<file path="config.mk">
export PLATFORM = sky130hd
export DESIGN_NAME = label_majority_vote_core
export DESIGN_NICKNAME = d
export VERILOG_FILES = /design/src/hdl/lmv_pkg.sv /design/src/hdl/lmv_lane.sv /design/src/hdl/lmv_merge.sv /design/src/hdl/label_majority_vote_core.sv
export SDC_FILE = /design/constraint.sdc
export NUM_CORES = 1
export LEC_CHECK = 0
export BUFFER_PORTS_ARGS = -buffer_cell sky130_fd_sc_hd__buf_2
export CORE_ASPECT_RATIO = 1.4
export CORE_UTILIZATION = 35
export CTS_CLUSTER_DIAMETER = 40
export DETAILED_ROUTE_END_ITERATION = 6
export PLACE_DENSITY = 0.61
export SLEW_MARGIN = 15
export SYNTH_ARGS = -nofsm -noshare
export SYNTH_HDL_FRONTEND = slang
export SYNTH_SLANG_ARGS = --single-unit
</file>
<file path="constraint.sdc">
create_clock -name clk_i -period 15.2 [get_ports clk_i]
set_clock_uncertainty 0.1 [all_clocks]
set_input_delay 1.52 -clock clk_i [delete_from_list [all_inputs] [get_ports clk_i]]
set_output_delay 1.52 -clock clk_i [all_outputs]
set_load 0.02 [all_outputs]
</file>
<file path="src/hdl/lmv_pkg.sv">
// Shared types and constants for the label majority vote core.
// Depends on nothing; used by the lane, merge and top-level modules.
package lmv_pkg;

  // Widest voter set the block supports.
  localparam int unsigned MaxVoters = 8;
  localparam int unsigned LabelW    = 8;
  localparam int unsigned ClassW    = 9;
  localparam int unsigned WinnerW   = 9;
  // Wide enough to hold a vote count of MaxVoters.
  localparam int unsigned CountW    = 4;

  // Class count after reset: every label takes part.
  localparam logic [ClassW-1:0]  ClassCountReset = 9'd256;
  // Winner code for a tie or for no counted vote (-1).
  localparam logic [WinnerW-1:0] WinnerNone      = 9'h1FF;

  // What one lane found: its voter's label and the votes that label got.
  typedef struct packed {
    logic [LabelW-1:0] label;
    logic [CountW-1:0] count;
  } lane_res_t;

endpackage

</file>
<file path="src/hdl/lmv_lane.sv">
// One vote-counting lane: counts how many counted voters share its voter's label.
// Depends on lmv_pkg for widths and the lane result type.
module lmv_lane #(
  parameter int unsigned NUM_VOTERS = 8,
  parameter int unsigned LANE       = 0
) (
  input  logic                                     clk_i,
  input  logic [NUM_VOTERS-1:0][lmv_pkg::LabelW-1:0] labels_i,
  input  logic [NUM_VOTERS-1:0]                    counted_i,
  output lmv_pkg::lane_res_t                       res_o
);

  logic [lmv_pkg::CountW-1:0] count_d;
  lmv_pkg::lane_res_t         res_q;

  // Count the counted voters whose label matches this lane's label.
  always_comb begin
    count_d = '0;
    if (counted_i[LANE]) begin
      for (int unsigned j = 0; j < NUM_VOTERS; j++) begin
        if (counted_i[j] && (labels_i[j] == labels_i[LANE])) begin
          count_d = count_d + lmv_pkg::CountW'(1);
        end
      end
    end
  end

  // Lane result register.
  always_ff @(posedge clk_i) begin
    res_q.label <= labels_i[LANE];
    res_q.count <= count_d;
  end

  assign res_o = res_q;

endmodule

</file>
<file path="src/hdl/lmv_merge.sv">
// Merging stage: finds the largest lane count and decides winner or tie.
// Depends on lmv_pkg for widths, constants and the lane result type.
module lmv_merge #(
  parameter int unsigned NUM_VOTERS = 8
) (
  input  logic                                    clk_i,
  input  logic                                    rst_ni,
  input  logic                                    valid_i,
  input  lmv_pkg::lane_res_t [NUM_VOTERS-1:0]     res_i,
  output logic                                    done_o,
  output logic signed [lmv_pkg::WinnerW-1:0]      winner_o
);

  logic [lmv_pkg::CountW-1:0]             max_d;
  logic [lmv_pkg::CountW-1:0]             max_q;
  lmv_pkg::lane_res_t [NUM_VOTERS-1:0]    res_q;
  logic                                   valid_a_q;

  logic [NUM_VOTERS-1:0]                  hit;
  logic [lmv_pkg::CountW-1:0]             hit_cnt;
  logic [lmv_pkg::LabelW-1:0]             pick_label;
  logic                                   found;
  logic [lmv_pkg::WinnerW-1:0]            winner_d;
  logic [lmv_pkg::WinnerW-1:0]            winner_q;
  logic                                   done_q;

  // Largest vote count over all lanes.
  always_comb begin
    max_d = '0;
    for (int unsigned v = 0; v < NUM_VOTERS; v++) begin
      if (res_i[v].count > max_d) begin
        max_d = res_i[v].count;
      end
    end
  end

  // First merge register: lane results and their maximum.
  always_ff @(posedge clk_i) begin
    res_q <= res_i;
    max_q <= max_d;
  end

  // Lanes holding the maximum. The winning class owns exactly max_q lanes,
  // so any other lane at the maximum means a second class ties with it.
  always_comb begin
    hit_cnt    = '0;
    pick_label = '0;
    found      = 1'b0;
    for (int unsigned v = 0; v < NUM_VOTERS; v++) begin
      hit[v] = (res_q[v].count == max_q);
      if (hit[v]) begin
        hit_cnt = hit_cnt + lmv_pkg::CountW'(1);
        if (!found) begin
          pick_label = res_q[v].label;
          found      = 1'b1;
        end
      end
    end
    if ((max_q != '0) && (hit_cnt == max_q)) begin
      winner_d = {1'b0, pick_label};
    end else begin
      winner_d = lmv_pkg::WinnerNone;
    end
  end

  // Result register.
  always_ff @(posedge clk_i) begin
    winner_q <= winner_d;
  end

  // Strobe pipeline through the two merge registers.
  always_ff @(posedge clk_i or negedge rst_ni) begin
    if (!rst_ni) begin
      valid_a_q <= 1'b0;
      done_q    <= 1'b0;
    end else begin
      valid_a_q <= valid_i;
      done_q    <= valid_a_q;
    end
  end

  assign done_o   = done_q;
  assign winner_o = $signed(winner_q);

endmodule

</file>
<file path="src/hdl/label_majority_vote_core.sv">
// Top level of the label majority vote core: class count register, vote lanes, merge.
// Depends on lmv_pkg, lmv_lane and lmv_merge.
//
//   Channel   Handshake            Payload
//   request   start_i / busy_o     label_0_i .. label_7_i, valid_mask_i
//   result    done_o (strobe)      winner_o
//   config    cfg_we_i             cfg_wdata_i (class count)
//
// One request is taken every cycle; busy_o is always low.
// Each result passes the lane result register, then the first merge register and
// the result register of the merging stage, before it shows on done_o.
// Reset clears the strobe pipeline and sets the class count to 256.
// The receiver cannot stall; each result is shown for one cycle only.
module label_majority_vote_core #(
  parameter int unsigned NUM_VOTERS = 8
) (
  input  logic                                 clk_i,
  input  logic                                 rst_ni,
  input  logic                                 start_i,
  output logic                                 busy_o,
  input  logic [lmv_pkg::LabelW-1:0]           label_0_i,
  input  logic [lmv_pkg::LabelW-1:0]           label_1_i,
  input  logic [lmv_pkg::LabelW-1:0]           label_2_i,
  input  logic [lmv_pkg::LabelW-1:0]           label_3_i,
  input  logic [lmv_pkg::LabelW-1:0]           label_4_i,
  input  logic [lmv_pkg::LabelW-1:0]           label_5_i,
  input  logic [lmv_pkg::LabelW-1:0]           label_6_i,
  input  logic [lmv_pkg::LabelW-1:0]           label_7_i,
  input  logic [lmv_pkg::MaxVoters-1:0]        valid_mask_i,
  input  logic                                 cfg_we_i,
  input  logic [lmv_pkg::ClassW-1:0]           cfg_wdata_i,
  output logic                                 done_o,
  output logic signed [lmv_pkg::WinnerW-1:0]   winner_o
);

  logic [lmv_pkg::ClassW-1:0]                        class_count_q;
  logic [lmv_pkg::MaxVoters-1:0][lmv_pkg::LabelW-1:0] all_labels;
  logic [NUM_VOTERS-1:0][lmv_pkg::LabelW-1:0]        labels;
  logic [NUM_VOTERS-1:0]                             counted;
  lmv_pkg::lane_res_t [NUM_VOTERS-1:0]               lane_res;
  logic                                              accept;
  logic                                              lane_valid_q;

  // The block never holds a request off.
  assign busy_o = 1'b0;
  assign accept = start_i && !busy_o;

  // Class count register.
  always_ff @(posedge clk_i or negedge rst_ni) begin
    if (!rst_ni) begin
      class_count_q <= lmv_pkg::ClassCountReset;
    end else if (cfg_we_i) begin
      class_count_q <= cfg_wdata_i;
    end
  end

  assign all_labels = {label_7_i, label_6_i, label_5_i, label_4_i,
                       label_3_i, label_2_i, label_1_i, label_0_i};

  // A voter counts when it is valid and its label lies below the class count.
  for (genvar v = 0; v < NUM_VOTERS; v++) begin : g_vote
    assign labels[v]  = all_labels[v];
    assign counted[v] = valid_mask_i[v] && ({1'b0, labels[v]} < class_count_q);

    lmv_lane #(
      .NUM_VOTERS (NUM_VOTERS),
      .LANE       (v)
    ) u_lane (
      .clk_i     (clk_i),
      .labels_i  (labels),
      .counted_i (counted),
      .res_o     (lane_res[v])
    );
  end

  // Strobe alongside the lane registers.
  always_ff @(posedge clk_i or negedge rst_ni) begin
    if (!rst_ni) begin
      lane_valid_q <= 1'b0;
    end else begin
      lane_valid_q <= accept;
    end
  end

  lmv_merge #(
    .NUM_VOTERS (NUM_VOTERS)
  ) u_merge (
    .clk_i    (clk_i),
    .rst_ni   (rst_ni),
    .valid_i  (lane_valid_q),
    .res_i    (lane_res),
    .done_o   (done_o),
    .winner_o (winner_o)
  );

endmodule
</file>
==> metrics.txt <==
status complete, no violations; FP Rows 87; final instance area 16190 µm²; Overall Global Routing Usage 0.1956; synthesized-area fraction occupied by adder cells 0.1240; Detailed Place HPWL 31.42 mm; cts bufs inserted 27; CP most frequent cell ha_1; synth warn 0; # Max-Cap Violations 0; die height 242.1 µm; crit start category register; critical path class reg -> reg; DRC 0; via count 11460; asr flop ratio synth 0.05530; type of the most critical hold path reg -> reg; setup_tns 0 ps; CTS tree yes; max incr delay on CP 520 ps; Seq/Total Area, Yosys 0.3056; Mapped Area 14420 µm²; register bit total from synthesis 217; die area 42010 µm²; worst path arrival time 12320 ps; min Tclk post-route 11990 ps; synth unique cells 81; final std cells w/o fill 2233; post_cts resized 0; vias in the first global route 11740; drt wl/cell 18.42 µm; Max H-tree Level 1; Detailed Routing Iterations Pass 1 5; VDD IR max 0.1994 mV; Post-synth EDFFs 0; Slowest-stage cell, CP nor3b_1; Clock transition at path regs 60 ps; commonest non-fill, non-tap cells in the layout xor2_1, dfxtp_1, xnor2_1, nor2_1, ha_1; PwrDens 163.4 nW/µm²; first-pass GRT wire length 64.27 mm; GRT overflow 0; final period utilization 0.7887; Iter 0 DRT Violations 476; Slew headroom 0.2560; Total Wirelength 41.14 mm; Final nets 1899; final setup vio count 0; Post-Syn Instances 1640; unrepaired setup endpoints after global routing false; Max Fanout on Critical Path 6; synth-to-layout area growth 12.32%; later-pin clock latency in the skew report 550 ps; largest net degree at the start of global routing 18; Fin. Hold Viols 0; setup repair bufs after CTS 0; largest family of logic cells by synthesized area XOR/XNOR gates; post-synthesis compound-gate area fraction 0.1130; Avg Cell Area, Syn 8.790 µm²; WHS 212.3 ps; Placer Congestion 0.8703; mux cell area share after synthesis 0.04218; cell leakage power 6.976 nW; Slew @ Worst Pin 1106 ps; main flop type after synthesis dfxtp_1; Antenna Violating Nets Remaining 0; share of cells above drive strength 1 0.1138; Fillers 4041; initial core utilization 0.3560; Core Area 40490 µm²; initial antenna violation count 8; I/O pin cnt 96; register area 4405 µm²; Peak Freq 83.42 MHz; Max Buffers Root-to-Sink 3; Net Count, Synth 1863; Placed Cells 2181; Vias/cell 5.133; CP required 15530 ps; Slew Viols, Final 0; footprint of the multi-input gates 9286 µm²; Worst setup EP type register; Die Wd 173.5 µm; dpl cell area 15250 µm²; commonest non-fill, non-tap cell in the layout xor2_1; Clock Tree Root clkbuf_16; clk sinks 217; Hold Buf Count CTS 0; I/O Buffers 94; post-synthesis xor/xnor area fraction 0.2204; simple-gate share of the synthesized area 0.1426
## where the power goes
part	switching (mW)	total, mW	internal (mW)	leakage, nW
combinational	0.773	1.35	0.578	4.67
sequential	0.0324	0.644	0.612	1.85
clock	0.264	0.652	0.387	0.460
total	1.07	2.65	1.58	6.98
## worst paths after layout
kind                                                      to                                  from  cells past startpoint  slack [ps]
worst min register to register     u_merge.res_q[23]$_DFF_P_    g_vote[1].u_lane.res_o[11]$_DFF_P_                      0         210
max in group asynchronous       class_count_q[8]$_DFFE_PN1P_                                rst_ni                      1       13980
worst max-delay path                u_merge.max_q[0]$_DFF_P_  g_vote[0].u_lane.res_o[1]$_SDFF_PN0_                     48        3210
worst max register to register      u_merge.max_q[0]$_DFF_P_  g_vote[0].u_lane.res_o[1]$_SDFF_PN0_                     48        3210
worst min-delay path               u_merge.res_q[23]$_DFF_P_    g_vote[1].u_lane.res_o[11]$_DFF_P_                      0         210
min in group asynchronous             lane_valid_q$_DFF_PN0_                                rst_ni                      1         740
## sequential cells by signal, indices dropped and copies added, names as in the netlist
register,flops
class_count_q,9
g_vote.u_lane.res_o,96
lane_valid_q,1
u_merge.done_o,1
u_merge.max_q,4
u_merge.res_q,96
u_merge.valid_a_q,1
u_merge.winner_o,9
## synthesized netlist by cell type, types with 14 or more instances
cell / count / area [µm²]
xor2_1: 210 / 1839
dfxtp_1: 205 / 4104
xnor2_1: 145 / 1270
nor2_1: 136 / 510.5
ha_1: 134 / 1677
nand2_1: 116 / 435.4
inv_1: 105 / 394.1
a21oi_1: 79 / 395.4
clkbuf_1: 70 / 262.8
nor4_1: 48 / 300.3
o21ai_0: 38 / 190.2
mux2i_1: 36 / 360.4
nand3_1: 24 / 120.1
a21o_1: 22 / 165.2
nand4_1: 21 / 131.4
mux2_2: 17 / 191.4
nand2b_1: 17 / 106.4
o211ai_1: 17 / 127.6
a211oi_1: 14 / 105.1
buf_1: 14 / 52.55
## layer usage
| layer | vias up | GRT usage | wire length [µm] |
|---|---|---|---|
| li1 | 5613 | - | - |
| met1 | 5416 | 0.2062 | 16040 |
| met2 | 288 | 0.3662 | 20950 |
| met3 | 135 | 0.02668 | 1705 |
| met4 | 10 | 0.1156 | 2390 |
| met5 | - | 0 | 54 |
## final cells by class
cell class	count	share of cell area
multi-input combinational	1228	0.5736
sequential	217	0.2721
clock buffer	33	0.04498
tap	534	0.04127
timing repair buffer	97	0.03045
inverter	105	0.02434
clock inverter	16	0.01283
antenna	3	0.0004637
## kinds of logic after synthesis
kind of cell	Yosys count
AO/OA/AOI/OAI	246
XOR/XNOR	358
adder cells (fa/ha/maj)	141
buffers and inverters	195
flip-flops	217
multiplexers	57
other	1
AND/OR/NAND/NOR	425
## metrics by stage
| step | utilization | worst slack (ps) | power (mW) |
|---|---|---|---|
| 3_5_place_dp | 0.3765 | 3420 | 2.008 |
| 3_3_place_gp | 0.3765 | 3721 | 1.969 |
| 4_1_cts | 0.3996 | 3322 | 2.667 |
| 5_1_grt | 0.3998 | 2503 | 2.870 |
| 6_report | 0.3998 | 3213 | 2.646 |
| 2_1_floorplan | - | 4556 | 1.732 |
## critical path: cells and delay by family, from the launching register on
kind | cells | cell delay [ps]
adders and majority gates | 10 | 3110
and+or+nand+nor | 8 | 1260
muxes | 7 | 2420
AOI/OAI and AO/OA | 20 | 4380
buffers and inverters | 3 | 230
DFF | 1 | 380
(Power assumes the default switching activity.)
